File: src/sv/ssba_pkg.sv
// ----------------------------------------------------------------------------
// ssba_pkg
// Shared types and constants of the swap slot bitmap allocator.
// ----------------------------------------------------------------------------
package ssba_pkg;

  localparam int MAX_SLOTS        = 1024;
  localparam int SECTORS_PER_PAGE = 8;
  localparam int SECTOR_BYTES     = 512;

  localparam int SLOT_W   = 10;
  localparam int SECTOR_W = 13;
  localparam int ADDR_W   = 32;
  localparam int CNT_W    = 11;

  localparam int ROW_BITS = 32;
  localparam int ROWS     = MAX_SLOTS / ROW_BITS;
  localparam int ROW_AW   = $clog2(ROWS);
  localparam int BIT_AW   = $clog2(ROW_BITS);
  localparam int BEAT_W   = (SECTORS_PER_PAGE > 1) ? $clog2(SECTORS_PER_PAGE) : 1;

  localparam logic [CNT_W-1:0] SLOT_COUNT_RST = CNT_W'(1024);

  typedef enum logic [1:0] {
    ST_OK    = 2'd0,
    ST_FULL  = 2'd1,
    ST_EMPTY = 2'd2,
    ST_RANGE = 2'd3
  } status_t;

  typedef enum logic {
    REQ_SWAP_OUT = 1'b0,
    REQ_SWAP_IN  = 1'b1
  } req_kind_t;

  typedef enum logic [1:0] {
    CS_IDLE,
    CS_READ,
    CS_CHECK,
    CS_EMIT
  } ctrl_state_t;

  typedef struct packed {
    logic accept;
    logic check;
    logic load;
  } ctrl_cmd_t;

  typedef struct packed {
    logic load_ok;
    logic last_beat;
  } dp_status_t;

endpackage

File: src/sv/ssba_if.sv
// ----------------------------------------------------------------------------
// ssba_req_if / ssba_rsp_if
// Valid/ready channels for swap requests and sector transfer results.
// ----------------------------------------------------------------------------
interface ssba_req_if;
  logic        valid;
  logic        ready;
  logic        req_type;
  logic [9:0]  slot_index;
  logic [31:0] page_address;

  modport source (output valid, req_type, slot_index, page_address, input ready);
  modport sink   (input valid, req_type, slot_index, page_address, output ready);
endinterface

interface ssba_rsp_if;
  logic        valid;
  logic        ready;
  logic [9:0]  slot;
  logic [12:0] sector_number;
  logic [31:0] buffer_address;
  logic        is_write;
  logic [1:0]  status;
  logic        last;

  modport source (output valid, slot, sector_number, buffer_address, is_write, status, last,
                  input ready);
  modport sink   (input valid, slot, sector_number, buffer_address, is_write, status, last,
                  output ready);
endinterface

File: src/sv/swap_slot_bitmap_allocator_core.sv
// ----------------------------------------------------------------------------
// swap_slot_bitmap_allocator_core
// First-fit swap slot allocator with per-sector transfer results.
// ----------------------------------------------------------------------------
// Requests come in on req (valid/ready); results leave on rsp (valid/ready).
// A swap out takes the lowest free slot below min(slot_count, 1024) and gives
// eight write results, one per sector; a swap in of a used slot frees it and
// gives eight read results. Errors give one result with last set.
// One request is handled at a time: accept, bitmap row read, check/update,
// then one result per cycle into the output register while the receiver
// keeps up. The bitmap is a 32x32 RAM with a registered row read, so the
// row is read in a state of its own between accept and check.
// req.ready rises once the last result is in the output register, so the
// next request is taken while that result still waits. A stalled receiver
// holds the output register and the block waits.
// Reset clears the row valid and row full flags at once, so the whole bitmap
// reads as free with no clearing pass; slot_count resets to 1024. Writes to
// slot_count go through cfg_wr_en/cfg_wr_data and belong in idle time only.
// ----------------------------------------------------------------------------
module swap_slot_bitmap_allocator_core
  import ssba_pkg::*;
(
  input  logic             clk,
  input  logic             rst,
  input  logic             cfg_wr_en,
  input  logic [CNT_W-1:0] cfg_wr_data,
  ssba_req_if.sink         req,
  ssba_rsp_if.source       rsp
);

  ctrl_cmd_t  cmd;
  dp_status_t status;
  logic       ctrl_ready;

  ssba_ctrl u_ctrl (
    .clk       (clk),
    .rst       (rst),
    .req_valid (req.valid),
    .req_ready (ctrl_ready),
    .status    (status),
    .cmd       (cmd)
  );

  assign req.ready = ctrl_ready;

  ssba_dp u_dp (
    .clk         (clk),
    .rst         (rst),
    .cfg_wr_en   (cfg_wr_en),
    .cfg_wr_data (cfg_wr_data),
    .cmd         (cmd),
    .status      (status),
    .req         (req),
    .rsp         (rsp)
  );

endmodule

File: src/sv/ssba_ram.sv
// ----------------------------------------------------------------------------
// ssba_ram
// Generic single write port, single read port RAM with registered read.
// ----------------------------------------------------------------------------
module ssba_ram #(
  parameter int WIDTH = 32,
  parameter int DEPTH = 32
) (
  input  logic                                   clk,
  input  logic                                   we,
  input  logic [((DEPTH > 1) ? $clog2(DEPTH) : 1)-1:0] waddr,
  input  logic [WIDTH-1:0]                       wdata,
  input  logic [((DEPTH > 1) ? $clog2(DEPTH) : 1)-1:0] raddr,
  output logic [WIDTH-1:0]                       rdata
);

  logic [WIDTH-1:0] mem [DEPTH];

  always_ff @(posedge clk) begin
    if (we) begin
      mem[waddr] <= wdata;
    end
    rdata <= mem[raddr];
  end

endmodule

File: src/sv/ssba_ctrl.sv
// ----------------------------------------------------------------------------
// ssba_ctrl
// Request sequencer: accept, bitmap row read, check/update, sector emit.
// ----------------------------------------------------------------------------
module ssba_ctrl
  import ssba_pkg::*;
(
  input  logic       clk,
  input  logic       rst,
  input  logic       req_valid,
  output logic       req_ready,
  input  dp_status_t status,
  output ctrl_cmd_t  cmd
);

  ctrl_state_t state, state_next;

  always_ff @(posedge clk) begin
    if (rst) begin
      state <= CS_IDLE;
    end else begin
      state <= state_next;
    end
  end

  always_comb begin
    state_next = state;
    unique case (state)
      CS_IDLE: begin
        if (req_valid) state_next = CS_READ;
      end
      CS_READ:  state_next = CS_CHECK;
      CS_CHECK: state_next = CS_EMIT;
      CS_EMIT: begin
        if (status.load_ok && status.last_beat) state_next = CS_IDLE;
      end
      default: state_next = CS_IDLE;
    endcase
  end

  always_comb begin
    req_ready  = 1'b0;
    cmd        = '0;
    unique case (state)
      CS_IDLE: begin
        req_ready  = 1'b1;
        cmd.accept = req_valid;
      end
      CS_READ: ;
      CS_CHECK: cmd.check = 1'b1;
      CS_EMIT:  cmd.load  = status.load_ok;
      default: ;
    endcase
  end

  a_load_only_in_emit: assert property (@(posedge clk) disable iff (rst)
    cmd.load |-> (state == CS_EMIT))
    else $error("result load outside emit");

  a_check_follows_read: assert property (@(posedge clk) disable iff (rst)
    cmd.check |-> $past(state == CS_READ))
    else $error("check without row read");

  a_no_accept_while_busy: assert property (@(posedge clk) disable iff (rst)
    (state != CS_IDLE) |-> !cmd.accept)
    else $error("request taken while busy");

endmodule

File: src/sv/ssba_dp.sv
// ----------------------------------------------------------------------------
// ssba_dp
// Bitmap store, first-fit search, request check and sector result stepping.
// ----------------------------------------------------------------------------
module ssba_dp
  import ssba_pkg::*;
(
  input  logic             clk,
  input  logic             rst,
  input  logic             cfg_wr_en,
  input  logic [CNT_W-1:0] cfg_wr_data,
  input  ctrl_cmd_t        cmd,
  output dp_status_t       status,
  ssba_req_if.sink         req,
  ssba_rsp_if.source       rsp
);

  logic [CNT_W-1:0]    slot_count;
  logic [CNT_W-1:0]    active_n;

  logic                req_type_q;
  logic [SLOT_W-1:0]   idx_q;
  logic [ADDR_W-1:0]   base_q;
  logic [ROW_AW-1:0]   row_q;
  logic                any_free_q;

  logic [ROWS-1:0]     row_valid;
  logic [ROWS-1:0]     row_full;
  logic [ROW_AW-1:0]   free_row;

  logic [ROW_BITS-1:0] ram_rdata;
  logic [ROW_BITS-1:0] row_data;
  logic [BIT_AW-1:0]   zero_bit;
  logic [SLOT_W-1:0]   cand_slot;
  logic [BIT_AW-1:0]   idx_bit;

  logic                ok_c;
  status_t             status_c;
  logic [SLOT_W-1:0]   slot_c;
  logic [ROW_BITS-1:0] wdata_c;
  logic                ram_we;

  status_t             res_status;
  logic [SLOT_W-1:0]   res_slot;
  logic                res_wr;
  logic [SECTOR_W-1:0] sector_cur;
  logic [ADDR_W-1:0]   addr_cur;
  logic [BEAT_W-1:0]   beat;

  logic                out_valid;
  logic [SLOT_W-1:0]   out_slot;
  logic [SECTOR_W-1:0] out_sector;
  logic [ADDR_W-1:0]   out_addr;
  logic                out_wr;
  status_t             out_status;
  logic                out_last;
  logic                beat_last;

  always_ff @(posedge clk) begin
    if (rst) begin
      slot_count <= SLOT_COUNT_RST;
    end else if (cfg_wr_en) begin
      slot_count <= cfg_wr_data;
    end
  end

  assign active_n = (slot_count > CNT_W'(MAX_SLOTS)) ? CNT_W'(MAX_SLOTS) : slot_count;

  // lowest row with a free slot
  always_comb begin
    free_row = '0;
    for (int i = ROWS - 1; i >= 0; i--) begin
      if (!row_full[i]) free_row = ROW_AW'(i);
    end
  end

  always_ff @(posedge clk) begin
    if (cmd.accept) begin
      req_type_q <= req.req_type;
      idx_q      <= req.slot_index;
      base_q     <= req.page_address;
      any_free_q <= ~&row_full;
      row_q      <= (req.req_type == REQ_SWAP_IN) ? req.slot_index[SLOT_W-1 -: ROW_AW]
                                                  : free_row;
    end
  end

  ssba_ram #(
    .WIDTH(ROW_BITS),
    .DEPTH(ROWS)
  ) u_bitmap (
    .clk   (clk),
    .we    (ram_we),
    .waddr (row_q),
    .wdata (wdata_c),
    .raddr (row_q),
    .rdata (ram_rdata)
  );

  assign row_data = row_valid[row_q] ? ram_rdata : '0;

  always_comb begin
    zero_bit = '0;
    for (int i = ROW_BITS - 1; i >= 0; i--) begin
      if (!row_data[i]) zero_bit = BIT_AW'(i);
    end
  end

  assign cand_slot = {row_q, zero_bit};
  assign idx_bit   = idx_q[BIT_AW-1:0];

  always_comb begin
    ok_c     = 1'b0;
    status_c = ST_OK;
    slot_c   = idx_q;
    wdata_c  = row_data;
    if (req_type_q == REQ_SWAP_OUT) begin
      if (any_free_q && ({1'b0, cand_slot} < active_n)) begin
        ok_c              = 1'b1;
        slot_c            = cand_slot;
        wdata_c[zero_bit] = 1'b1;
      end else begin
        status_c = ST_FULL;
        slot_c   = '0;
      end
    end else if ({1'b0, idx_q} >= active_n) begin
      status_c = ST_RANGE;
    end else if (!row_data[idx_bit]) begin
      status_c = ST_EMPTY;
    end else begin
      ok_c             = 1'b1;
      wdata_c[idx_bit] = 1'b0;
    end
  end

  assign ram_we = cmd.check && ok_c;

  always_ff @(posedge clk) begin
    if (rst) begin
      row_valid <= '0;
      row_full  <= '0;
    end else if (ram_we) begin
      row_valid[row_q] <= 1'b1;
      row_full[row_q]  <= &wdata_c;
    end
  end

  assign beat_last = (res_status != ST_OK) || (beat == BEAT_W'(SECTORS_PER_PAGE - 1));

  always_ff @(posedge clk) begin
    if (cmd.check) begin
      res_status <= status_c;
      res_slot   <= slot_c;
      res_wr     <= (req_type_q == REQ_SWAP_OUT);
      sector_cur <= SECTOR_W'(SECTOR_W'(slot_c) * SECTOR_W'(SECTORS_PER_PAGE));
      addr_cur   <= base_q;
      beat       <= '0;
    end else if (cmd.load) begin
      sector_cur <= sector_cur + SECTOR_W'(1);
      addr_cur   <= addr_cur + ADDR_W'(SECTOR_BYTES);
      beat       <= beat + BEAT_W'(1);
    end
  end

  always_ff @(posedge clk) begin
    if (rst) begin
      out_valid <= 1'b0;
    end else if (cmd.load) begin
      out_valid <= 1'b1;
    end else if (rsp.ready) begin
      out_valid <= 1'b0;
    end
  end

  always_ff @(posedge clk) begin
    if (cmd.load) begin
      out_slot   <= res_slot;
      out_status <= res_status;
      out_last   <= beat_last;
      if (res_status == ST_OK) begin
        out_sector <= sector_cur;
        out_addr   <= addr_cur;
        out_wr     <= res_wr;
      end else begin
        out_sector <= '0;
        out_addr   <= '0;
        out_wr     <= 1'b0;
      end
    end
  end

  assign status.load_ok   = !out_valid || rsp.ready;
  assign status.last_beat = beat_last;

  assign rsp.valid          = out_valid;
  assign rsp.slot           = out_slot;
  assign rsp.sector_number  = out_sector;
  assign rsp.buffer_address = out_addr;
  assign rsp.is_write       = out_wr;
  assign rsp.status         = out_status;
  assign rsp.last           = out_last;

  a_full_implies_valid: assert property (@(posedge clk) disable iff (rst)
    (row_full & ~row_valid) == '0)
    else $error("full row never written");

  a_ok_slot_in_range: assert property (@(posedge clk) disable iff (rst)
    (cmd.load && (res_status == ST_OK)) |-> ({1'b0, res_slot} < active_n))
    else $error("transfer for slot beyond active count");

  a_error_is_single: assert property (@(posedge clk) disable iff (rst)
    (out_valid && (out_status != ST_OK)) |-> out_last)
    else $error("error result not marked last");

endmodule

File: src/flat_wrapper.sv
// flat-port wrapper written by rule: the top's interface ports become plain ports
module swap_slot_bitmap_allocator_core_flat import ssba_pkg::*;
  (clk, rst, cfg_wr_en, cfg_wr_data, req_valid, req_req_type, req_slot_index, req_page_address, req_ready, rsp_valid, rsp_slot, rsp_sector_number, rsp_buffer_address, rsp_is_write, rsp_status, rsp_last, rsp_ready);
  ssba_req_if req_i ();
  ssba_rsp_if rsp_i ();
  input  logic clk;
  input  logic rst;
  input  logic cfg_wr_en;
  input  logic [CNT_W-1:0] cfg_wr_data;
  input wire logic [$bits(req_i.valid)-1:0] req_valid;
  input wire logic [$bits(req_i.req_type)-1:0] req_req_type;
  input wire logic [$bits(req_i.slot_index)-1:0] req_slot_index;
  input wire logic [$bits(req_i.page_address)-1:0] req_page_address;
  output wire logic [$bits(req_i.ready)-1:0] req_ready;
  output wire logic [$bits(rsp_i.valid)-1:0] rsp_valid;
  output wire logic [$bits(rsp_i.slot)-1:0] rsp_slot;
  output wire logic [$bits(rsp_i.sector_number)-1:0] rsp_sector_number;
  output wire logic [$bits(rsp_i.buffer_address)-1:0] rsp_buffer_address;
  output wire logic [$bits(rsp_i.is_write)-1:0] rsp_is_write;
  output wire logic [$bits(rsp_i.status)-1:0] rsp_status;
  output wire logic [$bits(rsp_i.last)-1:0] rsp_last;
  input wire logic [$bits(rsp_i.ready)-1:0] rsp_ready;
  assign req_i.valid = req_valid;
  assign req_i.req_type = req_req_type;
  assign req_i.slot_index = req_slot_index;
  assign req_i.page_address = req_page_address;
  assign req_ready = req_i.ready;
  assign rsp_valid = rsp_i.valid;
  assign rsp_slot = rsp_i.slot;
  assign rsp_sector_number = rsp_i.sector_number;
  assign rsp_buffer_address = rsp_i.buffer_address;
  assign rsp_is_write = rsp_i.is_write;
  assign rsp_status = rsp_i.status;
  assign rsp_last = rsp_i.last;
  assign rsp_i.ready = rsp_ready;
  swap_slot_bitmap_allocator_core u_core (.clk(clk), .rst(rst), .cfg_wr_en(cfg_wr_en), .cfg_wr_data(cfg_wr_data), .req(req_i), .rsp(rsp_i));
endmodule
File: config.mk
export PLATFORM = sky130hd
export DESIGN_NAME = swap_slot_bitmap_allocator_core_flat
export DESIGN_NICKNAME = d
export VERILOG_FILES = /design/src/sv/ssba_pkg.sv /design/src/sv/ssba_if.sv /design/src/sv/swap_slot_bitmap_allocator_core.sv /design/src/sv/ssba_ram.sv /design/src/sv/ssba_ctrl.sv /design/src/sv/ssba_dp.sv /design/src/flat_wrapper.sv
export SDC_FILE = /design/constraint.sdc
export NUM_CORES = 2
export LEC_CHECK = 0
export BUFFER_PORTS_ARGS = -buffer_cell sky130_fd_sc_hd__buf_2
export CAP_MARGIN = 5
export CORE_ASPECT_RATIO = 1.75
export CORE_MARGIN = 2
export CORE_UTILIZATION = 60
export DETAILED_ROUTE_END_ITERATION = 12
export HOLD_SLACK_MARGIN = 0.02
export PLACE_DENSITY_LB_ADDON = 0.2
export SLEW_MARGIN = 5
export SYNTH_ARGS = -nofsm -noshare
export SYNTH_HDL_FRONTEND = slang
export SYNTH_SLANG_ARGS = --single-unit
File: constraint.sdc
create_clock -name clk -period 9.79 [get_ports clk]
set_input_delay 0.979 -clock clk [delete_from_list [all_inputs] [get_ports clk]]
set_output_delay 0.979 -clock clk [all_outputs]
set_load 0.01 [all_outputs]
Word-level counts from Yosys, hierarchy flattened
Memories as Yosys holds them, arrays and structs flattened. A register that Yosys moved wholly into a read port is not among the register bits. Index checks and enable logic that the tools add are counted.

Memories kept: 1. Word-level logic and storage cells: 172. Memory bits (writable): 1024. Register bits: 247.

Reductions and logical operators: 18. Add/subtract/negate cells: 3. Bitwise gates (word level): 5. Order comparisons: 9. Multiplexer cells: 107. Eq/ne operators: 6.

Memories: u_core.u_dp.u_bitmap.mem (words 32, bits a word 32, read ports 1, clocked after memory_dff 1, write ports 1, RTL line ssba_ram.sv:17) `logic [WIDTH-1:0] mem [DEPTH];`.

Operators with widths (count): $mux 5 (65); $mux 32 (7); $or 32x32->32 (2); $reduce_and 32->1 (2); $add 32x10->32 const B (1); $and 32x32->32 (1); $bwmux 32 (1); $not 32->32 (1); $mux 13 (2); $mux 10 (2); $lt 5x6->1 const B (3); $mux 1 (18); $demux 1 s5 (3); $ge 5x1->1 const B (3); $add 13x1->13 const B (1); $ge 10x11->1 (1); $gt 11x11->1 const B (1); $lt 10x11->1 (1); $mux 11 (1); $bmux 1 s5 (2); $mux 2 (5); $pmux 2 s4 (1); $logic_and 1x1->1 (6); $reduce_bool 2->1 (3); 10 further kinds (15).

Depth between registers and ports, before layout
Word-level depth: 44. Depth in mapped cells: 24. Gate-level depth less buffers: 20.

Worst setup path before layout
OpenSTA, ideal clock, no wires.

Path kind: reg2reg. From: reg u_core.u_dp.row_q[1]. To: reg u_core.u_dp.row_full[25]. Slack: 3.419 ns. Period minus slack after synthesis: 6.371 ns. Cell stages (with the launch flop): 23. Data arrival time: 6.249 ns. Required time: 9.668 ns. Setup time: 0.122 ns. Path through: edfxtp_1 -> buf_6 -> buf_6 -> mux2i_1 -> o22ai_1 -> nor4_4 -> mux2i_4 -> buf_6 -> nand2_1 -> inv_2 -> ha_1 -> inv_1 -> o21bai_1 -> a21oi_1 -> nor2b_1 -> a311o_1 -> o211a_1 -> buf_6 -> o31ai_2 -> nand3_1 -> nor3_1 -> or3_1 -> o31ai_2.

Cells in the longest elaborated chain, start to end: 44. Elaborated cells between the ends (all ways): 62. Those cells by class: order compare (5); mux (50); bitwise (2); reduce/logical (5).

RTL lines: start: declaration (RTL line ssba_dp.sv:24) `logic [ROW_AW-1:0] row_q;`; start signal: assignment (RTL line ssba_dp.sv:83) `row_q <= (req.req_type == REQ_SWAP_IN) ? req.slot_index[SLOT_W-1 -: ROW_AW]`; $bmux 1 s5 (RTL line ssba_dp.sv:100) `assign row_data = row_valid[row_q] ? ram_rdata : '0;`; $mux 1 (implied by the code) (RTL line ssba_dp.sv:100); $mux 32 (RTL line ssba_dp.sv:100); $mux 5 (32 in series) (RTL line ssba_dp.sv:105) `if (!row_data[i]) zero_bit = BIT_AW'(i);`; $lt 5x6->1 (implied by the code) or $ge 5x1->1 (tied branches) (RTL line ssba_dp.sv:121) `wdata_c[zero_bit] = 1'b1;`; $logic_and 1x1->1 (implied by the code) (RTL line ssba_dp.sv:121); $mux 1 (implied by the code) (RTL line ssba_dp.sv:121); $demux 1 s5 (RTL line ssba_dp.sv:121); $or 32x32->32 (no line); $mux 32 (RTL line ssba_dp.sv:118) `if (any_free_q && ({1'b0, cand_slot} < active_n)) begin`; $mux 32 (RTL line ssba_dp.sv:117) `if (req_type_q == REQ_SWAP_OUT) begin`; $reduce_and 32->1 (RTL line ssba_dp.sv:144) `row_full[row_q] <= &wdata_c;`; $bwmux 32 (RTL line ssba_dp.sv:144); end signal: indexed assignment (RTL line ssba_dp.sv:144); end: declaration (RTL line ssba_dp.sv:28) `logic [ROWS-1:0] row_full;`.

Parallel ways exist; a longest one is shown, timed or not. The select of a mux whose other input is x is not followed. A chain may end at the register's enable or synchronous reset.

Final worst setup path
From: reg u_core.u_dp.row_q[1]. To: mem u_core.u_dp.u_bitmap.mem[7][0], enable pin.

Cells in the longest elaborated chain, start to end: 42. Elaborated cells between the ends (all ways): 46. Those cells by class: order compare (1); mux (43); reduce/logical (2).

RTL lines: $bmux 1 s5 (RTL line ssba_dp.sv:100); $mux 1 (implied by the code) (RTL line ssba_dp.sv:100); $mux 32 (RTL line ssba_dp.sv:100); $mux 5 (32 in series) (RTL line ssba_dp.sv:105); $lt 10x11->1 (RTL line ssba_dp.sv:118); $logic_and 1x1->1 (RTL line ssba_dp.sv:118); $mux 1 (RTL line ssba_dp.sv:118); $mux 1 (RTL line ssba_dp.sv:117); $logic_and 1x1->1 (RTL line ssba_dp.sv:136) `assign ram_we = cmd.check && ok_c;`; $mux 1 (RTL line ssba_ram.sv:20) `if (we) begin`; $mux 1 (implied by the code) (RTL line ssba_ram.sv:21) `mem[waddr] <= wdata;`; end: declaration (RTL line ssba_ram.sv:17).

Parallel ways exist; a longest one is shown, timed or not. The select of a mux whose other input is x is not followed.

==> summary.md <==
| Metric | Value |
|---|---|
| Adder-Cell Fraction of Synth Area | `0.00603` |
| Flop pwr share | `0.505` |
| Synthesized area | `51800 µm²` |
| Core Rows | `142` |
| Mux contribution to synthesized area | `0.121` |
| CP Buf/Inv Count | `3` |
| Grt total ovfl | `0` |
| DR vias | `28800` |
| RSZ-0062 raised after global routing | `false` |
| Max-slew headroom | `0.189` |
| #FFs+latches synth | `1303` |
| Worst Hold End | `u_core.u_dp.rsp.slot[0]` |
| Avg Cell Area, Syn | `18.0 µm²` |
| Max VDD drop | `195 µV` |
| Register area share after synthesis | `0.732` |
| Syn. warnings | `0` |
| Global router's overall resource usage | `0.334` |
| Top post-synthesis cells by area | `edfxtp_1, mux4_2, dfxtp_1, a22oi_1, nand2_1` |
| Largest net degree at the start of global routing | `139` |
| Area Growth Syn to Fin | `11.3%` |
| DR WL/cell | `34.0 µm` |
| Clock skew | `0.0400 ns` |
| Setup TNS | `0 ns` |
| Hold Path Origin | `u_core.u_dp.res_slot[0]` |
| Combinational fraction of design power | `0.159` |
| I/O Buffers | `119` |
| CP Class | `reg -> reg` |
| Worst Setup SP | `u_core.u_dp.row_q[1]` |
| Final nets | `3104` |
| R2R cell count | `17` |
| Post-synth top flop | `edfxtp_1` |
| Final Cycle Share | `0.749` |
| Vias in the first global route | `29000` |
| Clock transition at path regs | `0.07 ns` |
| Worst path required time | `10.21 ns` |
| Drt drc | `0` |
| Postcts setup bufs | `0` |
| Num CTS Buffers | `109` |
| Mapped Nets | `2957` |
| Psw | `0.00360 W` |
| Final min period | `7.34 ns` |
| Worst path max stage delay | `0.99 ns` |
| Worst skew pair latency | `0.74 ns` |
| Most common cell in the netlist | `edfxtp_1` |
| Worst reg2reg startpoint | `u_core.u_dp.row_q[1]` |
| Die area | `88900 µm²` |
| Setup violations, final | `0` |
| Most instantiated cells after synthesis | `edfxtp_1, mux4_2, nand2_1` |
| Least-Margin Pin Slew | `1.21 ns` |
| Core area | `85600 µm²` |
| Clk root buf | `clkbuf_16` |
| Largest family of logic cells by synthesized area | `multiplexers` |
| CP Max Fanout | `60` |
| Layout cells sized above 1 | `0.232` |
| H-tree depth | `3` |
| Hold Path Depth | `0` |
| Cell Chain, Critical Path | `buf_12 > mux2i_1 > o22ai_1 > nor4_4 > mux2i_4 > buf_4 > nand2_1 > a21oi_1 > ha_1 > and3_1 > a311o_1 > o211a_1 > o31ai_2 > and3_1 > nand2_1 > nor2_4 > buf_4` |
| Reg-to-reg endpoint | `u_core.u_dp.u_bitmap.mem[7][0]` |
| Sink Count | `1303` |
| Antenna violations before repair | `13` |
| Static Leak | `16.6 nW` |
| First-pass GRT wire length | `205 mm` |
| Resized Gates After CTS | `0` |
| Synthesized instance count | `2873` |
| Synth unique cells | `86` |
| Total wire length | `145 mm` |
| Max Cap Viol | `0` |
| Fin. Hold Viols | `0` |
| Critical-path top delay cell | `edfxtp_1` |
| Hold crit path type | `reg -> reg` |
| Cell taking the most area after synthesis | `edfxtp_1` |
| FFs w/ async S/R, synth | `0` |
| Final ANT Viol Nets | `0` |
| Routability Congestion | `1.04` |
| EDFF count, synth | `1187` |
| Slew Viols, Final | `0` |
| Area share of the largest cell type after synthesis | `0.688` |
| Largest delay share family, worst path | `simple AND/OR/NAND/NOR gates` |
| Placement Setup Slack | `2.52 ns` |
| Status | `completed` |
| DRT Pass-1 Iters | `8` |
| Die Y | `393 µm` |
| Synth Area in Simple Gates | `0.0606` |
| CTS tree | `built` |
| Endpoint class of the critical path | `flop` |
| Fmax | `0.136 GHz` |
| Die Wd | `226 µm` |
| WP data arrival | `7.76 ns` |
| Fillers | `5541` |
| DP HPWL | `92.9 mm` |
| Complex-gate fraction of the synthesized area | `0.0574` |
| Critical Path Start Type | `flop` |
| Pwr/cell area | `228 nW/µm²` |
| R2R Setup Slk | `2.45 ns` |
| Hold-fix buffers, CTS | `0` |
| Clk buf depth | `3` |
| Vias/cell | `6.75` |
| Post-route setup slack | `2.45 ns` |
| Sw frac | `0.273` |
| Clk pwr share | `0.336` |
| DRT iter0 DRCs | `3225` |
| Ports | `120` |
| Synth Area in XOR/XNOR | `0.00608` |
| Starting Density | `0.605` |
| Internal | `0.00958 W` |
-- layout make-up --
class | count | area (µm²) | share of cell area
antenna | 10 | 25.0 | 0.000434
clock buffer | 153 | 3020 | 0.0523
clock inverter | 45 | 588 | 0.0102
inverter | 61 | 229 | 0.00397
multi-input combinational | 1358 | 13300 | 0.230
sequential | 1303 | 38000 | 0.658
tap | 1152 | 1440 | 0.0250
timing repair buffer | 187 | 1160 | 0.0200
-- per-layer routing --
| layer | vias to the layer above | wire length, µm | track usage |
|---|---|---|---|
| met3 | 413 | 11900 | 0.0634 |
| met1 | 14800 | 48200 | 0.390 |
| met5 | - | 53 | 0 |
| li1 | 11900 | - | - |
| met2 | 1640 | 75100 | 0.572 |
| met4 | 4 | 9770 | 0.201 |
-- worst max-delay path by stage --
stage / endpoint / slack [ns] / cells past startpoint
2_1_floorplan: u_core.u_dp.row_full[25] / 3.42 / 22
4_1_cts: u_core.u_dp.u_bitmap.mem[7][18] / 2.44 / 17
6_report: u_core.u_dp.u_bitmap.mem[7][0] / 2.45 / 17
5_1_grt: u_core.u_dp.u_bitmap.mem[7][0] / 2.04 / 17
3_5_place_dp: u_core.u_dp.u_bitmap.mem[7][18] / 2.52 / 17
3_3_place_gp: u_core.u_dp.u_bitmap.mem[7][31] / 2.63 / 17
-- worst register-to-register path, cell delays in order, from the launching register on --
cell      delay, ns
edfxtp_1       0.99
buf_12         0.44
mux2i_1        0.29
o22ai_1        0.13
nor4_4         0.46
mux2i_4        0.15
buf_4          0.33
nand2_1        0.21
a21oi_1        0.08
ha_1           0.30
and3_1         0.15
a311o_1        0.36
o211a_1        0.37
o31ai_2        0.47
and3_1         0.63
nand2_1        0.46
nor2_4         0.87
buf_4          0.35
-- state kept, by name, indices dropped and copies added, names as in the netlist, 2 cells and up --
name	cells
u_core.u_dp.row_valid	32
u_core.u_dp.u_bitmap.rdata	32
u_core.u_dp.row_full	32
u_core.u_dp.rsp.buffer_address	32
u_core.u_dp.beat	3
u_core.u_dp.row_q	5
u_core.u_dp.u_bitmap.mem	1024
u_core.u_ctrl.state	2
u_core.u_dp.base_q	32
u_core.u_dp.idx_q	10
u_core.u_dp.addr_cur	32
u_core.u_dp.rsp.status	2
u_core.u_dp.slot_count	11
u_core.u_dp.rsp.slot	10
u_core.u_dp.rsp.sector_number	13
u_core.u_dp.res_status	2
u_core.u_dp.sector_cur	13
u_core.u_dp.res_slot	10
-- kinds of logic (layout without fill, tap and decap cells) --
family | after synthesis | count (layout)
simple gates | 585 | 585
compound gates | 415 | 415
mux | 297 | 297
flops | 1303 | 1303
xor+xnor | 36 | 36
fa+ha+maj | 25 | 25
buf+inv | 212 | 446
other cells | 0 | 10
-- cell usage in the layout, fill, tap and decap left out, types with 14 or more instances in the layout --
cell type  synthesis  final
xor2_1            22     22
o211ai_1          19     19
a22oi_1          132    132
a31oi_1           20     20
edfxtp_1        1187   1187
nor3_1            21     16
nand2b_1          25     25
nand3b_1          30     30
buf_4              1     64
inv_1             59     37
clkbuf_1         101     35
o21ai_0           82     62
nand3_1           52     52
clkbuf_16          0    112
a21oi_1           42     42
inv_2              1     24
nand2_1          144    144
and2_1            58     57
nand4_1           57     57
mux4_2           262    262
nor2b_1           17     17
mux2i_1           32     32
o31ai_2           28     29
buf_2              7    119
xnor2_1           14     14
nor2_1            94     85
or3_1             25     25
ha_1              25     24
dfxtp_1          116    116
-- stage by stage --
stage	hold WS, ns	total power [W]	instance area [µm²]	utilization	cells
CTS	0.396	0.0132	57700	0.674	4259
detailed placement	0.405	0.00884	54100	0.632	4061
global route	0.408	0.0136	57700	0.674	4264
floorplan	0.400	0.00795	51800	-	2873
global placement	0.401	0.00881	54100	0.632	4061
finish	0.419	0.0132	57700	0.674	4269
-- power groups by stage --
stage / clock network [W] / registers (W) / logic (W)
finish: 0.00443 / 0.00666 / 0.00209
global route: 0.00467 / 0.00668 / 0.00220
CTS: 0.00447 / 0.00665 / 0.00208
detailed placement: 0 / 0.00676 / 0.00207
global placement: 0 / 0.00675 / 0.00206
floorplan: 0 / 0.00662 / 0.00133
(Power assumes the default switching activity.)
